`src/rtl/rcpd_pkg.sv`:
```
`timescale 1ns / 1ps
`default_nettype none

package rcpd_pkg;

    // Item kinds carried on the input tuser bit.
    localparam logic OP_BYTE = 1'b0;
    localparam logic OP_TICK = 1'b1;

    // Packet framing and button bits of the buttons byte.
    localparam logic [7:0] SYNC_BYTE    = 8'hFF;
    localparam int         BTN_SIREN    = 0;
    localparam int         BTN_CLAW_R   = 1;
    localparam int         BTN_ARM_UP   = 2;
    localparam int         BTN_ARM_DOWN = 3;
    localparam int         BTN_CLAW_L   = 4;

    // Configuration register indexes.
    localparam logic [2:0] CFG_SIREN_HALF  = 3'd0;
    localparam logic [2:0] CFG_MS_PER_STEP = 3'd1;
    localparam logic [2:0] CFG_ROTATE_MIN  = 3'd2;
    localparam logic [2:0] CFG_ROTATE_MAX  = 3'd3;
    localparam logic [2:0] CFG_ARM_MIN     = 3'd4;
    localparam logic [2:0] CFG_ARM_MAX     = 3'd5;
    localparam logic [2:0] CFG_GRIP_OPEN   = 3'd6;
    localparam logic [2:0] CFG_GRIP_CLOSED = 3'd7;

    // Reset values of the configuration registers.
    localparam logic [15:0] RST_SIREN_HALF  = 16'd500;
    localparam logic [7:0]  RST_MS_PER_STEP = 8'd18;
    localparam logic [7:0]  RST_ROTATE_MIN  = 8'd0;
    localparam logic [7:0]  RST_ROTATE_MAX  = 8'd250;
    localparam logic [7:0]  RST_ARM_MIN     = 8'd10;
    localparam logic [7:0]  RST_ARM_MAX     = 8'd164;
    localparam logic [7:0]  RST_GRIP_OPEN   = 8'd55;
    localparam logic [7:0]  RST_GRIP_CLOSED = 8'd140;

    // Power-up positions of the servos.
    localparam logic [7:0] ROTATE_HOME = 8'd108;
    localparam logic [7:0] ARM_HOME    = 8'd114;
    localparam logic [7:0] GRIP_HOME   = 8'd55;

    typedef enum logic [1:0] {
        DIR_STOP = 2'd0,
        DIR_MAX  = 2'd1,
        DIR_MIN  = 2'd2
    } t_dir;

    typedef enum logic [2:0] {
        PH_HUNT = 3'd0,
        PH_X    = 3'd1,
        PH_Y    = 3'd2,
        PH_DIAL = 3'd3,
        PH_BTN  = 3'd4
    } t_phase;

    typedef enum logic [1:0] {
        TONE_SILENT = 2'd0,
        TONE_HI     = 2'd1,
        TONE_LO     = 2'd2
    } t_siren;

    // Per-word control of one servo channel.
    typedef struct packed {
        logic tick;
        logic pkt;
        t_dir want;
    } t_servo_ctl;

    // Command issued by one servo channel.
    typedef struct packed {
        logic       update;
        logic [7:0] target;
    } t_servo_cmd;

    // Wheel drive, packed like the result word.
    typedef struct packed {
        logic [7:0] right_duty;
        logic       right_reverse;
        logic [7:0] left_duty;
        logic       left_reverse;
    } t_drive;

    // Result word; the last member sits in the lowest bits.
    typedef struct packed {
        logic [1:0] siren_tone;
        logic       headlight_on;
        logic [7:0] grip_target;
        logic       grip_update;
        logic [7:0] arm_target;
        logic       arm_update;
        logic [7:0] rotate_target;
        logic       rotate_update;
        t_drive     drive;
    } t_result;

endpackage

`default_nettype wire

```
`src/rtl/rcpd_drive_mix.sv`:
```
`timescale 1ns / 1ps
`default_nettype none

module rcpd_drive_mix (
    input  wire logic [7:0]      i_x,
    input  wire logic [7:0]      i_y,
    output rcpd_pkg::t_drive     o_drive
);

    logic        [1:0]  qy;
    logic signed [11:0] base;
    logic        [6:0]  nl;
    logic        [7:0]  mr;
    logic        [1:0]  qn;
    logic signed [11:0] turn;
    logic signed [11:0] l_mix;
    logic signed [11:0] r_mix;

    // Clamp to +-255 and split into direction and magnitude.
    function automatic logic [8:0] split_side(input logic signed [11:0] v);
        logic signed [11:0] c;
        logic        [11:0] mag;
        begin
            if (v < -12'sd255) begin
                c = -12'sd255;
            end else if (v > 12'sd255) begin
                c = 12'sd255;
            end else begin
                c = v;
            end
            mag = c[11] ? 12'(-c) : 12'(c);
            split_side = {mag[7:0], c[11]};
        end
    endfunction

    // Throttle: y*510/254 - 255, where y*255/127 = 2y + y/127.
    always_comb begin
        if (i_y >= 8'd254) begin
            qy = 2'd2;
        end else if (i_y >= 8'd127) begin
            qy = 2'd1;
        end else begin
            qy = 2'd0;
        end
        base = signed'({3'b000, i_y, 1'b0}) + signed'({10'b0, qy}) - 12'sd255;
    end

    // Steering: n*255/126 = 2n + n/42 on the left, m*255/127 = 2m + m/127 on the right.
    always_comb begin
        nl = 7'd126 - i_x[6:0];
        mr = i_x - 8'd127;
        if (nl >= 7'd126) begin
            qn = 2'd3;
        end else if (nl >= 7'd84) begin
            qn = 2'd2;
        end else if (nl >= 7'd42) begin
            qn = 2'd1;
        end else begin
            qn = 2'd0;
        end
        if (i_x < 8'd127) begin
            turn  = signed'({4'b0, nl, 1'b0}) + signed'({10'b0, qn});
            l_mix = base - turn;
            r_mix = base + turn;
        end else begin
            turn  = signed'({3'b0, mr, 1'b0}) + signed'({11'b0, (mr >= 8'd127)});
            l_mix = base + turn;
            r_mix = base - turn;
        end
    end

    assign {o_drive.left_duty, o_drive.left_reverse}   = split_side(l_mix);
    assign {o_drive.right_duty, o_drive.right_reverse} = split_side(r_mix);

endmodule

`default_nettype wire

```
`src/rtl/rcpd_grip_map.sv`:
```
`timescale 1ns / 1ps
`default_nettype none

module rcpd_grip_map (
    input  wire logic [7:0] i_dial,
    input  wire logic [7:0] i_open,
    input  wire logic [7:0] i_closed,
    output logic      [7:0] o_grip
);

    logic signed [8:0]  diff;
    logic        [7:0]  span;
    logic        [15:0] prod;
    logic        [7:0]  q0;
    logic        [9:0]  rem;
    logic        [8:0]  quot;
    logic signed [10:0] sq;
    logic signed [10:0] g;

    // dial * (closed - open) / 254, truncated toward zero, plus open.
    always_comb begin
        diff = signed'({1'b0, i_closed}) - signed'({1'b0, i_open});
        span = diff[8] ? 8'(-diff) : diff[7:0];
        prod = i_dial * span;
        // prod = 254*q0 + rem with rem below four times 254.
        q0   = prod[15:8];
        rem  = {2'b00, prod[7:0]} + {1'b0, q0, 1'b0};
        if (rem >= 10'd762) begin
            quot = {1'b0, q0} + 9'd3;
        end else if (rem >= 10'd508) begin
            quot = {1'b0, q0} + 9'd2;
        end else if (rem >= 10'd254) begin
            quot = {1'b0, q0} + 9'd1;
        end else begin
            quot = {1'b0, q0};
        end
        sq = diff[8] ? -signed'({2'b00, quot}) : signed'({2'b00, quot});
        g  = sq + signed'({3'b000, i_open});
        if (g < 11'sd0) begin
            o_grip = 8'd0;
        end else if (g > 11'sd255) begin
            o_grip = 8'd255;
        end else begin
            o_grip = g[7:0];
        end
    end

endmodule

`default_nettype wire

```
`src/rtl/rcpd_servo.sv`:
```
`timescale 1ns / 1ps
`default_nettype none

module rcpd_servo (
    input  wire logic                 i_clk,
    input  wire logic                 i_rst_n,
    input  wire rcpd_pkg::t_servo_ctl i_ctl,
    input  wire logic [7:0]           i_home,
    input  wire logic [7:0]           i_lo,
    input  wire logic [7:0]           i_hi,
    input  wire logic [7:0]           i_ms_per_step,
    output rcpd_pkg::t_servo_cmd      o_cmd
);

    rcpd_pkg::t_dir     r_dir, n_dir, dir_cur;
    logic [7:0]         r_pos, n_pos;
    logic [7:0]         r_ms, n_ms;
    logic [7:0]         r_steps, n_steps;
    logic [7:0]         ms_inc;
    logic               moving;
    logic signed [9:0]  pos_est;

    always_ff @(posedge i_clk) begin
        if (!i_rst_n) begin
            r_dir   <= rcpd_pkg::DIR_STOP;
            r_pos   <= i_home;
            r_ms    <= '0;
            r_steps <= '0;
        end else begin
            r_dir   <= n_dir;
            r_pos   <= n_pos;
            r_ms    <= n_ms;
            r_steps <= n_steps;
        end
    end

    // Dead reckoning: count ticks into steps while moving, settle on stop.
    always_comb begin
        n_dir   = r_dir;
        n_pos   = r_pos;
        n_ms    = r_ms;
        n_steps = r_steps;
        o_cmd   = '0;
        moving  = (r_dir == rcpd_pkg::DIR_MAX) || (r_dir == rcpd_pkg::DIR_MIN);
        dir_cur = moving ? r_dir : rcpd_pkg::DIR_STOP;
        ms_inc  = r_ms + 8'd1;
        pos_est = (r_dir == rcpd_pkg::DIR_MAX) ?
                  signed'({2'b00, r_pos}) + signed'({2'b00, r_steps}) :
                  signed'({2'b00, r_pos}) - signed'({2'b00, r_steps});

        if (i_ctl.tick && moving) begin
            if (ms_inc >= i_ms_per_step) begin
                n_ms = '0;
                if (r_steps != 8'hFF) begin
                    n_steps = r_steps + 8'd1;
                end
            end else begin
                n_ms = ms_inc;
            end
        end

        if (i_ctl.pkt) begin
            // Stop: the lower limit is tested first.
            if (moving && (i_ctl.want != r_dir)) begin
                if (pos_est < signed'({2'b00, i_lo})) begin
                    n_pos = i_lo;
                end else if (pos_est > signed'({2'b00, i_hi})) begin
                    n_pos = i_hi;
                end else begin
                    n_pos = pos_est[7:0];
                end
                dir_cur      = rcpd_pkg::DIR_STOP;
                n_dir        = rcpd_pkg::DIR_STOP;
                o_cmd.update = 1'b1;
                o_cmd.target = n_pos;
            end
            // Start a move toward a limit; this command replaces a stop.
            if ((i_ctl.want != rcpd_pkg::DIR_STOP) && (i_ctl.want != dir_cur)) begin
                n_dir        = i_ctl.want;
                o_cmd.update = 1'b1;
                o_cmd.target = (i_ctl.want == rcpd_pkg::DIR_MIN) ? i_lo : i_hi;
                n_ms         = '0;
                n_steps      = '0;
            end
        end
    end

endmodule

`default_nettype wire

```
`src/rtl/rc_packet_drive_servo_controller_top.sv`:
```
`timescale 1ns / 1ps
`default_nettype none

// Channel   Direction  Signals                                     Word
// s_axis    in         s_axis_tvalid/tready, tdata[7:0], tuser     radio byte or ms tick
// m_axis    out        m_axis_tvalid/tready, tdata[47:0]           drive, servo, light, siren
// cfg       in         i_cfg_valid, o_cfg_ready, index[2:0], data  register write
//
// One word in gives one word out; the block takes a word every cycle unless m_axis stalls.
// An accepted word goes to the input register, then to the result register on m_axis.
// All packet and tick work is done by the logic between those two registers.
// Reset is synchronous and restores registers and servo positions at once.
// A stalled output holds the result register; the input register fills, then
// s_axis_tready drops.

module rc_packet_drive_servo_controller_top (
    input  wire logic        i_clk,
    input  wire logic        i_rst_n,
    input  wire logic        s_axis_tvalid,
    output logic             s_axis_tready,
    input  wire logic [7:0]  s_axis_tdata,   // [7:0] rx_byte
    input  wire logic        s_axis_tuser,   // [0] operation
    output logic             m_axis_tvalid,
    input  wire logic        m_axis_tready,
    // [0] left_reverse, [8:1] left_duty, [9] right_reverse, [17:10] right_duty,
    // [18] rotate_update, [26:19] rotate_target, [27] arm_update, [35:28] arm_target,
    // [36] grip_update, [44:37] grip_target, [45] headlight_on, [47:46] siren_tone
    output logic [47:0]      m_axis_tdata,
    input  wire logic        i_cfg_valid,
    output logic             o_cfg_ready,
    input  wire logic [2:0]  i_cfg_index,
    input  wire logic [15:0] i_cfg_data
);

    // Configuration registers.
    logic [15:0] r_siren_half;
    logic [7:0]  r_ms_per_step, r_rotate_min, r_rotate_max;
    logic [7:0]  r_arm_min, r_arm_max, r_grip_open, r_grip_closed;

    // Input and result stages.
    logic                r_in_valid;
    logic                r_in_op;
    logic [7:0]          r_in_byte;
    logic                r_out_valid;
    rcpd_pkg::t_result   r_out, n_out;
    logic                advance;

    // Packet and controller state.
    rcpd_pkg::t_phase    r_phase, n_phase;
    logic [7:0]          r_x, n_x, r_y, n_y, r_dial, n_dial;
    logic                r_chord, n_chord, r_light, n_light;
    logic [7:0]          r_last_grip, n_last_grip;
    rcpd_pkg::t_siren    r_siren, n_siren;
    logic [15:0]         r_elapsed, n_elapsed;
    logic [15:0]         elapsed_inc;
    rcpd_pkg::t_drive    r_drive, n_drive;

    logic                pkt_done;
    logic [7:0]          btn;
    rcpd_pkg::t_servo_ctl rot_ctl, arm_ctl;
    rcpd_pkg::t_servo_cmd rot_cmd, arm_cmd;
    rcpd_pkg::t_drive    mix_drive;
    logic [7:0]          grip_map;

    assign o_cfg_ready   = 1'b1;
    assign advance       = r_in_valid && (!r_out_valid || m_axis_tready);
    assign s_axis_tready = !r_in_valid || advance;
    assign m_axis_tvalid = r_out_valid;
    assign m_axis_tdata  = r_out;

    // Register writes.
    always_ff @(posedge i_clk) begin
        if (!i_rst_n) begin
            r_siren_half  <= rcpd_pkg::RST_SIREN_HALF;
            r_ms_per_step <= rcpd_pkg::RST_MS_PER_STEP;
            r_rotate_min  <= rcpd_pkg::RST_ROTATE_MIN;
            r_rotate_max  <= rcpd_pkg::RST_ROTATE_MAX;
            r_arm_min     <= rcpd_pkg::RST_ARM_MIN;
            r_arm_max     <= rcpd_pkg::RST_ARM_MAX;
            r_grip_open   <= rcpd_pkg::RST_GRIP_OPEN;
            r_grip_closed <= rcpd_pkg::RST_GRIP_CLOSED;
        end else if (i_cfg_valid) begin
            unique case (i_cfg_index)
                rcpd_pkg::CFG_SIREN_HALF:  r_siren_half  <= i_cfg_data;
                rcpd_pkg::CFG_MS_PER_STEP: r_ms_per_step <= i_cfg_data[7:0];
                rcpd_pkg::CFG_ROTATE_MIN:  r_rotate_min  <= i_cfg_data[7:0];
                rcpd_pkg::CFG_ROTATE_MAX:  r_rotate_max  <= i_cfg_data[7:0];
                rcpd_pkg::CFG_ARM_MIN:     r_arm_min     <= i_cfg_data[7:0];
                rcpd_pkg::CFG_ARM_MAX:     r_arm_max     <= i_cfg_data[7:0];
                rcpd_pkg::CFG_GRIP_OPEN:   r_grip_open   <= i_cfg_data[7:0];
                rcpd_pkg::CFG_GRIP_CLOSED: r_grip_closed <= i_cfg_data[7:0];
            endcase
        end
    end

    // Input register.
    always_ff @(posedge i_clk) begin
        if (!i_rst_n) begin
            r_in_valid <= 1'b0;
        end else if (s_axis_tready) begin
            r_in_valid <= s_axis_tvalid;
        end
    end

    always_ff @(posedge i_clk) begin
        if (s_axis_tvalid && s_axis_tready) begin
            r_in_op   <= s_axis_tuser;
            r_in_byte <= s_axis_tdata;
        end
    end

    // Result register.
    always_ff @(posedge i_clk) begin
        if (!i_rst_n) begin
            r_out_valid <= 1'b0;
        end else if (advance) begin
            r_out_valid <= 1'b1;
        end else if (m_axis_tready) begin
            r_out_valid <= 1'b0;
        end
    end

    always_ff @(posedge i_clk) begin
        if (advance) begin
            r_out <= n_out;
        end
    end

    // Controller state register.
    always_ff @(posedge i_clk) begin
        if (!i_rst_n) begin
            r_phase     <= rcpd_pkg::PH_HUNT;
            r_x         <= '0;
            r_y         <= '0;
            r_dial      <= '0;
            r_chord     <= 1'b0;
            r_light     <= 1'b0;
            r_last_grip <= rcpd_pkg::GRIP_HOME;
            r_siren     <= rcpd_pkg::TONE_SILENT;
            r_elapsed   <= '0;
            r_drive     <= '0;
        end else begin
            r_phase     <= n_phase;
            r_x         <= n_x;
            r_y         <= n_y;
            r_dial      <= n_dial;
            r_chord     <= n_chord;
            r_light     <= n_light;
            r_last_grip <= n_last_grip;
            r_siren     <= n_siren;
            r_elapsed   <= n_elapsed;
            r_drive     <= n_drive;
        end
    end

    assign btn      = r_in_byte;
    assign pkt_done = advance && (r_in_op == rcpd_pkg::OP_BYTE) && (r_phase == rcpd_pkg::PH_BTN);

    // Servo requests from the buttons byte; a held claw chord freezes rotate.
    always_comb begin
        rot_ctl.tick = advance && (r_in_op == rcpd_pkg::OP_TICK);
        rot_ctl.pkt  = pkt_done && !(btn[rcpd_pkg::BTN_CLAW_L] && btn[rcpd_pkg::BTN_CLAW_R]);
        rot_ctl.want = btn[rcpd_pkg::BTN_CLAW_R] ? rcpd_pkg::DIR_MAX :
                       (btn[rcpd_pkg::BTN_CLAW_L] ? rcpd_pkg::DIR_MIN : rcpd_pkg::DIR_STOP);
        arm_ctl.tick = rot_ctl.tick;
        arm_ctl.pkt  = pkt_done;
        arm_ctl.want = btn[rcpd_pkg::BTN_ARM_UP] ? rcpd_pkg::DIR_MIN :
                       (btn[rcpd_pkg::BTN_ARM_DOWN] ? rcpd_pkg::DIR_MAX : rcpd_pkg::DIR_STOP);
    end

    rcpd_servo u_rotate (
        .i_clk         (i_clk),
        .i_rst_n       (i_rst_n),
        .i_ctl         (rot_ctl),
        .i_home        (rcpd_pkg::ROTATE_HOME),
        .i_lo          (r_rotate_min),
        .i_hi          (r_rotate_max),
        .i_ms_per_step (r_ms_per_step),
        .o_cmd         (rot_cmd)
    );

    rcpd_servo u_arm (
        .i_clk         (i_clk),
        .i_rst_n       (i_rst_n),
        .i_ctl         (arm_ctl),
        .i_home        (rcpd_pkg::ARM_HOME),
        .i_lo          (r_arm_min),
        .i_hi          (r_arm_max),
        .i_ms_per_step (r_ms_per_step),
        .o_cmd         (arm_cmd)
    );

    rcpd_drive_mix u_mix (
        .i_x     (r_x),
        .i_y     (r_y),
        .o_drive (mix_drive)
    );

    rcpd_grip_map u_grip (
        .i_dial   (r_dial),
        .i_open   (r_grip_open),
        .i_closed (r_grip_closed),
        .o_grip   (grip_map)
    );

    // Packet parser, headlight chord, siren and result assembly.
    always_comb begin
        n_phase     = r_phase;
        n_x         = r_x;
        n_y         = r_y;
        n_dial      = r_dial;
        n_chord     = r_chord;
        n_light     = r_light;
        n_last_grip = r_last_grip;
        n_siren     = r_siren;
        n_elapsed   = r_elapsed;
        n_drive     = r_drive;
        elapsed_inc = (r_elapsed == 16'hFFFF) ? r_elapsed : r_elapsed + 16'd1;
        n_out       = '0;

        if (advance) begin
            if (r_in_op == rcpd_pkg::OP_TICK) begin
                // Siren tone flips once the count passes the half period.
                if ((r_siren == rcpd_pkg::TONE_HI) || (r_siren == rcpd_pkg::TONE_LO)) begin
                    if (elapsed_inc > r_siren_half) begin
                        n_siren   = (r_siren == rcpd_pkg::TONE_HI) ?
                                    rcpd_pkg::TONE_LO : rcpd_pkg::TONE_HI;
                        n_elapsed = '0;
                    end else begin
                        n_elapsed = elapsed_inc;
                    end
                end
            end else begin
                unique case (r_phase)
                    rcpd_pkg::PH_X: begin
                        n_x     = r_in_byte;
                        n_phase = rcpd_pkg::PH_Y;
                    end
                    rcpd_pkg::PH_Y: begin
                        n_y     = r_in_byte;
                        n_phase = rcpd_pkg::PH_DIAL;
                    end
                    rcpd_pkg::PH_DIAL: begin
                        n_dial  = r_in_byte;
                        n_phase = rcpd_pkg::PH_BTN;
                    end
                    rcpd_pkg::PH_BTN: begin
                        n_phase = rcpd_pkg::PH_HUNT;
                        n_drive = mix_drive;
                        if (btn[rcpd_pkg::BTN_CLAW_L] && btn[rcpd_pkg::BTN_CLAW_R]) begin
                            n_chord = 1'b1;
                        end else if (r_chord) begin
                            n_light = !r_light;
                            n_chord = 1'b0;
                        end
                        if (grip_map != r_last_grip) begin
                            n_last_grip       = grip_map;
                            n_out.grip_update = 1'b1;
                        end
                        if (!btn[rcpd_pkg::BTN_SIREN]) begin
                            n_siren = rcpd_pkg::TONE_SILENT;
                        end else if ((r_siren != rcpd_pkg::TONE_HI) &&
                                     (r_siren != rcpd_pkg::TONE_LO)) begin
                            n_siren   = rcpd_pkg::TONE_HI;
                            n_elapsed = '0;
                        end
                    end
                    default: begin
                        n_phase = (r_in_byte == rcpd_pkg::SYNC_BYTE) ?
                                  rcpd_pkg::PH_X : rcpd_pkg::PH_HUNT;
                    end
                endcase
            end
        end

        n_out.drive         = n_drive;
        n_out.rotate_update = rot_cmd.update;
        n_out.rotate_target = rot_cmd.update ? rot_cmd.target : 8'd0;
        n_out.arm_update    = arm_cmd.update;
        n_out.arm_target    = arm_cmd.update ? arm_cmd.target : 8'd0;
        n_out.grip_target   = n_last_grip;
        n_out.headlight_on  = n_light;
        n_out.siren_tone    = n_siren;
    end

`ifndef SYNTHESIS
    // A word in the input register is never dropped while the output stalls.
    a_in_hold: assert property (@(posedge i_clk) disable iff (!i_rst_n)
        r_in_valid && !advance |=> r_in_valid)
        else $error("input word lost during stall");

    // Ticks never issue servo or grip commands.
    a_tick_quiet: assert property (@(posedge i_clk) disable iff (!i_rst_n)
        advance && (r_in_op == rcpd_pkg::OP_TICK) |=>
        !r_out.rotate_update && !r_out.arm_update && !r_out.grip_update)
        else $error("tick produced a command");

    // Ticks do not move the packet parser.
    a_tick_phase: assert property (@(posedge i_clk) disable iff (!i_rst_n)
        advance && (r_in_op == rcpd_pkg::OP_TICK) |=> $stable(r_phase))
        else $error("tick changed parser phase");

    // A held claw chord suppresses rotate commands.
    a_chord_rotate: assert property (@(posedge i_clk) disable iff (!i_rst_n)
        pkt_done && btn[rcpd_pkg::BTN_CLAW_L] && btn[rcpd_pkg::BTN_CLAW_R] |=>
        !r_out.rotate_update && r_chord)
        else $error("rotate command during claw chord");
`endif

endmodule

`default_nettype wire

```
`config.mk`:
```
export PLATFORM = sky130hd
export DESIGN_NAME = rc_packet_drive_servo_controller_top
export DESIGN_NICKNAME = d
export VERILOG_FILES = /design/src/rtl/rcpd_pkg.sv /design/src/rtl/rcpd_drive_mix.sv /design/src/rtl/rcpd_grip_map.sv /design/src/rtl/rcpd_servo.sv /design/src/rtl/rc_packet_drive_servo_controller_top.sv
export SDC_FILE = /design/constraint.sdc
export NUM_CORES = 1
export LEC_CHECK = 0
export ABC_AREA = 1
export CAP_MARGIN = 15
export CORE_AREA = 5 5 218 220
export DETAILED_ROUTE_END_ITERATION = 10
export DIE_AREA = 0 0 223 225
export DONT_BUFFER_PORTS = 1
export PLACE_DENSITY_LB_ADDON = 0.3
export SLEW_MARGIN = 20
export SYNTH_ARGS = -nofsm -noshare
export SYNTH_HDL_FRONTEND = slang
export SYNTH_SLANG_ARGS = --single-unit
```
`constraint.sdc`:
```
create_clock -name i_clk -period 19.19 [get_ports i_clk]
set_input_delay 4.7975 -clock i_clk [delete_from_list [all_inputs] [get_ports i_clk]]
set_output_delay 4.7975 -clock i_clk [all_outputs]
set_load 0.1 [all_outputs]
```
# Word-level counts from Yosys, hierarchy flattened
# Index checks and enable logic that the tools add are counted.
[op_classes] add_sub_neg=29 mul=1 n_div=0 magnitude_cmp=23 n_eq_ne=31 shifts=0 muxes=99 bitwise_logic=2 reduce_logical=53
[ops] cell="two-way mux 8 bit" n=33
[ops] cell="two-way mux 16 bit" n=7
[ops] cell="two-way mux 9 bit" n=9
[ops] cell="two-way mux 12 bit" n=6
[ops] cell="two-way mux 18 bit" n=3
[ops] cell="two-way mux 2 bit" n=24
[ops] cell="adder 8 x 1 -> 8 bit (second input constant)" n=4
[ops] cell="AND reduction 2 bit" n=15
[ops] cell="subtractor 8 x 8 -> 9 bit" n=3
[ops] cell="adder 12 bit" n=2
[ops] cell="greater-than comparator 12 x 9 -> 1 bit (second input constant)" n=2
[ops] cell="less-than comparator 12 x 9 -> 1 bit (second input constant)" n=2
[ops] cell="negator 8 bit" n=3
[ops] cell="subtractor 12 bit" n=2
[ops] cell="greater-than comparator 10 x 9 -> 1 bit" n=2
[ops] cell="less-than comparator 10 x 9 -> 1 bit" n=2
[ops] cell="two-way mux 10 bit" n=2
[ops] cell="adder 8 x 2 -> 9 bit (second input constant)" n=2
[ops] cell="adder 8 x 8 -> 9 bit" n=2
[ops] cell="adder 16 x 1 -> 16 bit (second input constant)" n=1
[ops] cell="== test 16 bit (second input constant)" n=1
[ops] cell=">= comparator 8 x 7 -> 1 bit (second input constant)" n=2
[ops] cell=">= comparator 8 bit" n=2
[ops] cell="greater-than comparator 16 bit" n=1
[ops] cell="43 further kinds" n=106
[word_totals] ff_bits=256 latchBits=0 ramBits=0 rom_bits=0 in_bits=33 elab_cells=283 mem_count=0

# Depth between registers and ports, before layout
[depth] word_depth=20 ltp_mapped=75 ltp_nobuf=75

# Modules after synthesis
# A second synthesis with hierarchy kept.
[hier_totals] hier_cells=3155 area_unflattened_um2=21814.7
[by_module_without_submodules] mod="rc_packet_drive_servo_controller_top" n_inst=1 cells_per_inst=983 area_each_um2=8295.5 seq_area_each_um2=4654.5
[by_module_without_submodules] mod="rcpd_grip_map" n_inst=1 cells_per_inst=688 area_each_um2=4435.5 seq_area_each_um2=0.0
[by_module_without_submodules] mod="rcpd_servo at u_rotate" n_inst=1 cells_per_inst=491 area_each_um2=3108.0 seq_area_each_um2=600.6
[by_module_without_submodules] mod="rcpd_servo at u_arm" n_inst=1 cells_per_inst=490 area_each_um2=3103.0 seq_area_each_um2=600.6
[by_module_without_submodules] mod="rcpd_drive_mix" n_inst=1 cells_per_inst=503 area_each_um2=2872.8 seq_area_each_um2=0.0

# Worst setup path before layout
# Ideal clock, no wire load.
[synth_timing] path_kind="reg2reg" start="register r_grip_open[0]" end="register r_out, in the netlist m_axis_tdata[36] (data pin)" t_arrival_ns=10.351 t_required_ns=18.938 path_slack_ns=8.587 stages_incl_launch_ff=73 n_path_buf=1 synth_period_minus_slack_ns=10.603 path_cell_list="dfxtp_1 > ha_1 > inv_1 > fa_1 > a21oi_1 > o21ai_0 > a21oi_1 > o21bai_1 > nand2_1 > nand2_1 > a21oi_1 > inv_1 > or2_2 > xnor2_1 > inv_1 > nand2_1 > fa_1 > fa_1 > [37 not listed] > nor2_1 > nor2_1 > nor2_1 > nor2_1 > o21ai_0 > inv_1 > a21oi_1 > nand3b_1 > nand2_1 > inv_2 > nand3_1 > nand2_1 > nand2_1 > nand2_1 > nor2_1 > nand2_1 > nor2_1 > nor2_1"
[synth_via] elab_chain_cells=17
[synth_rtl] element="start: declaration" line="rc_packet_drive_servo_controller_top.sv:38" source="logic [7:0] r_arm_min, r_arm_max, r_grip_open, r_grip_closed;"
[synth_rtl] element="start signal: assignment" line="rc_packet_drive_servo_controller_top.sv:80" source="r_grip_open <= rcpd_pkg::RST_GRIP_OPEN;"
[synth_rtl] element="start signal: assignment" line="rc_packet_drive_servo_controller_top.sv:90" source="rcpd_pkg::CFG_GRIP_OPEN: r_grip_open <= i_cfg_data[7:0];"
[synth_rtl] element="subtractor 8 x 8 -> 9 bit" line="rcpd_grip_map.sv:22" source="diff = signed'({1'b0, i_closed}) - signed'({1'b0, i_open});"
[synth_rtl] element="negator 8 bit" line="rcpd_grip_map.sv:23" source="span = diff[8] ? 8'(-diff) : diff[7:0];"
[synth_rtl] element="two-way mux 8 bit" line="rcpd_grip_map.sv:23"
[synth_rtl] element="multiplier 8 x 8 -> 16 bit" line="rcpd_grip_map.sv:24" source="prod = i_dial * span;"
[synth_rtl] element="adder 8 x 9 -> 10 bit" line="rcpd_grip_map.sv:27" source="rem = {2'b00, prod[7:0]} + {1'b0, q0, 1'b0};"
[synth_rtl] element=">= comparator 10 x 8 -> 1 bit" line="rcpd_grip_map.sv:32" source="end else if (rem >= 10'd254) begin"
[synth_rtl] element="two-way mux 9 bit" line="rcpd_grip_map.sv:32"
[synth_rtl] element="two-way mux 9 bit" line="rcpd_grip_map.sv:30" source="end else if (rem >= 10'd508) begin"
[synth_rtl] element="two-way mux 9 bit" line="rcpd_grip_map.sv:28" source="if (rem >= 10'd762) begin"
[synth_rtl] element="negator 9 -> 11 bit" line="rcpd_grip_map.sv:37" source="sq = diff[8] ? -signed'({2'b00, quot}) : signed'({2'b00, quot});"
[synth_rtl] element="two-way mux 11 bit" line="rcpd_grip_map.sv:37"
[synth_rtl] element="adder 11 x 9 -> 11 bit (*)" line="rcpd_grip_map.sv:38" source="g = sq + signed'({3'b000, i_open});"
[synth_rtl] element="greater-than comparator 11 x 9 -> 1 bit" line="rcpd_grip_map.sv:41" source="end else if (g > 11'sd255) begin"
[synth_rtl] element="two-way mux 8 bit" line="rcpd_grip_map.sv:41"
[synth_rtl] element="two-way mux 8 bit (*)" line="rcpd_grip_map.sv:39" source="if (g < 11'sd0) begin"
[synth_rtl] element="inequality test 8 bit (*)" line="rc_packet_drive_servo_controller_top.sv:256" source="if (grip_map != r_last_grip) begin"
[synth_rtl] element="two-way mux 1 bit (*)" line="rc_packet_drive_servo_controller_top.sv:256"
[synth_rtl] element="end signal: assignment" line="rc_packet_drive_servo_controller_top.sv:125" source="r_out <= n_out;"
[synth_rtl] element="end: declaration" line="rc_packet_drive_servo_controller_top.sv:45" source="rcpd_pkg::t_result r_out, n_out;"
# Every way passes the cells marked *; elsewhere a longest branch is shown, timed or not.
# A chain may end at the register's enable or synchronous reset.

# Worst setup path after layout
# Same ends and word-level chain as after synthesis.

==> results_dict.tcl <==
set metrics [dict create \
    slew_headroom_pct 25.8 \
    maxSlewViolCount 0 \
    globalRouteTotalUtil_pct 19.9 \
    syn_avg_cell_area_um2 7.28 \
    clock-skew-final_ps 12.5 \
    cpMostUsedCell "nand2_1" \
    cts_made_buffers 27 \
    fin_tns_setup_ps 0 \
    total_power_w 0.00122 \
    p_int_w 0.000911 \
    nets 3016 \
    grt_pass1_wl_um 84400 \
    ys_dominant_reg_cell "dfxtp_1" \
    core-area_um2 45100 \
    dp_hpwl_um 39400 \
    power_frac_clock_pct 44.9 \
    worst_ir_drop_vdd_v 0.0000593 \
    row_count 78 \
    clk_pin_slew_ps 60 \
    synth-edff-count 57 \
    grt_setup_unrepaired "no" \
    finalCriticalPeriod_ps 11700 \
    via_per_inst 5.24 \
    clock_path_buffers 3 \
    synth_area_um2 20000 \
    drt_iter0_drc 1247 \
    dp.cells 3306 \
    finalHoldViolCount 0 \
    dp_slack_ps 7590 \
    combinationalPowerShare_pct 5.9 \
    h-tree-depth 1 \
    max_cap_violations 0 \
    clockRootBuffer "clkbuf_16" \
    endpoint_kind "flip-flop" \
    finalSetupViolCount 0 \
    die_width_um 223 \
    die_y_um 225 \
    synthesis.instances 2754 \
    cp_max_fo 16 \
    path_class "reg2reg" \
    p_seq_share_pct 49.2 \
    clock_latency_ps 550 \
    post-cts-setup-buffer-count 0 \
    fmax_mhz 85.5 \
    reg2reg_depth 69 \
    arrival_ps 12010 \
    antenna_found_initial 5 \
    start_util_pct 44.5 \
    firstDrtPassIters 5 \
    hold_depth 2 \
    crit_required_ps 19500 \
    period_share_pct 61.0 \
    fillers 4489 \
    port_buffers 0 \
    critPathMaxStageDelay_ps 550 \
    final_antenna_net_count 0 \
    drive_gt1_share_pct 5.12 \
    drc 0 \
    vias 17598 \
    crit_slowest_cell "fa_1" \
    ys_types 67 \
    p_sw_share_pct 25.4 \
    cts_sinks 256 \
    worstMarginPinSlew_ps 1110 \
    run_status "finished clean" \
    synth_nets 3035 \
    dieArea_um2 50200 \
    leakagePower_nw 10.1 \
    powerDensity_nw_per_um2 56.7 \
    yosysSeqAreaShare_pct 28.4 \
    wl_um 51200 \
    async_flop_share_pct 0 \
    grt_remaining_overflow 0 \
    ctsResizeCount 0 \
    io_pins 84 \
    wl_per_cell_um 15.3 \
    netSwitchingPower_w 0.000310 \
    crit_path_start_kind "flip-flop" \
    cts_tree "done" \
    fin_ws_ps 7490 \
    yosys_warnings 0 \
    hp-class "reg2reg" \
    syn_to_final_growth_pct 7.51 \
    final_cells 3356 \
    grt_max_degree 116 \
    ys_ff_latch 256 \
    place_congestion 0.897 \
    hold_buffers 0 \
    grt_pass1_vias 16941 \
]
## final cells by class
cell class	instances	area (um^2)	area share (%)
clock buffer	37	754	3.50
tap	600	751	3.48
clock inverter	12	161	0.749
timing repair buffer	10	75.1	0.348
antenna	1	2.50	0.0116
inverter	432	1630	7.55
multi-input combinational	2008	12500	57.9
sequential	256	5700	26.4
## power by group through the flow
stage / Combinational, W / Clock, W / Sequential (W)
after floorplan: 0.0000580 / 0 / 0.000607
after global placement: 0.0000692 / 0 / 0.000612
after detailed placement: 0.0000710 / 0 / 0.000612
after CTS: 0.0000714 / 0.000564 / 0.000601
after global routing: 0.0000822 / 0.000588 / 0.000602
final: 0.0000718 / 0.000549 / 0.000601
## sequential cells by signal, summed over array words and instances, names as in the netlist, 16 cells and up
register / count
m_axis_tdata: 48
r_drive: 18
r_elapsed: 16
r_siren_half: 16
## critical path: cells and delay by family (launching register included)
family | cells | cell delay, ps
and+or+nand+nor | 36 | 3530
DFF | 1 | 360
AOI/OAI and AO/OA | 10 | 1340
buffers and inverters | 11 | 1280
xor gates and xnor gates | 2 | 880
adders and majority gates | 10 | 4040
## metal layers
layer	vias up	track usage [%]	wire length [um]
met3	84	3.56	3110
met4	4	4.29	1050
met1	8189	27.0	23500
met5	-	0	34
li1	8941	-	-
met2	380	33.5	23500
## cells by family (layout without fill, tap and decap cells)
group	count (synthesis)	in the layout	share of synthesized area, %
simple gates	1037	1037	22.2
compound gates	586	586	16.5
buf+inv	490	491	9.32
flops	256	256	28.4
fa+ha+maj	248	248	17.2
xor+xnor	135	135	6.42
other cells	1	2	0.0187
mux	1	1	0.0499
## final timing paths
kind,start,to,slack (ps)
worst max register to register,r_grip_open[0],m_axis_tdata[36],7490
worst min-delay path,r_siren_half[1],r_siren_half[1],460
worst max-delay path,r_grip_open[0],m_axis_tdata[36],7490
worst min register to register,r_siren_half[1],r_siren_half[1],460
## cell usage after synthesis (7+ instances only)
library cell,count,area [um^2]
o211ai_1,27,203
dfxtp_1,199,3980
o21ai_1,16,80.1
a211oi_1,9,67.6
nand2_2,11,68.8
xnor2_1,27,236
nor2_1,219,822
ha_1,203,2540
nand3_2,9,90.1
nand3b_1,17,128
or2_2,12,75.1
nand2_1,582,2180
a21oi_2,7,61.3
o21a_1,8,60.1
nand3_1,103,515
a21oi_1,255,1280
o21ai_0,184,921
edfxtp_1,57,1710
nor3_1,29,145
a22oi_1,14,105
xor2_1,100,876
clkbuf_1,49,184
a31oi_1,10,62.6
and2_1,7,43.8
inv_2,11,41.3
o21bai_1,26,195
nand4_1,21,131
inv_1,416,1560
nor2_2,10,62.6
fa_1,45,901
## through the flow
stage / util, % / hold slack (ps) / area, um^2
after detailed placement: 45.8 / 456 / 20600
after global routing: 47.8 / 486 / 21600
final: 47.8 / 462 / 21600
after floorplan: - / 433 / 20000
after global placement: 45.8 / 444 / 20600
after CTS: 47.8 / 464 / 21600
## placed cells by master, fill, tap and decap left out, drive strengths merged, types with 14 or more instances in the layout
cell	instances
nand3b	17
o21bai	27
fa	45
xnor2	30
clkbuf	37
xor2	105
dfxtp	199
o211ai	27
nor2	230
a22oi	14
edfxtp	57
nand3	112
a21oi	262
nand4	23
nor3	32
ha	203
nand2	598
or2	14
o21ai	205
inv	428
(Power assumes the default switching activity.)
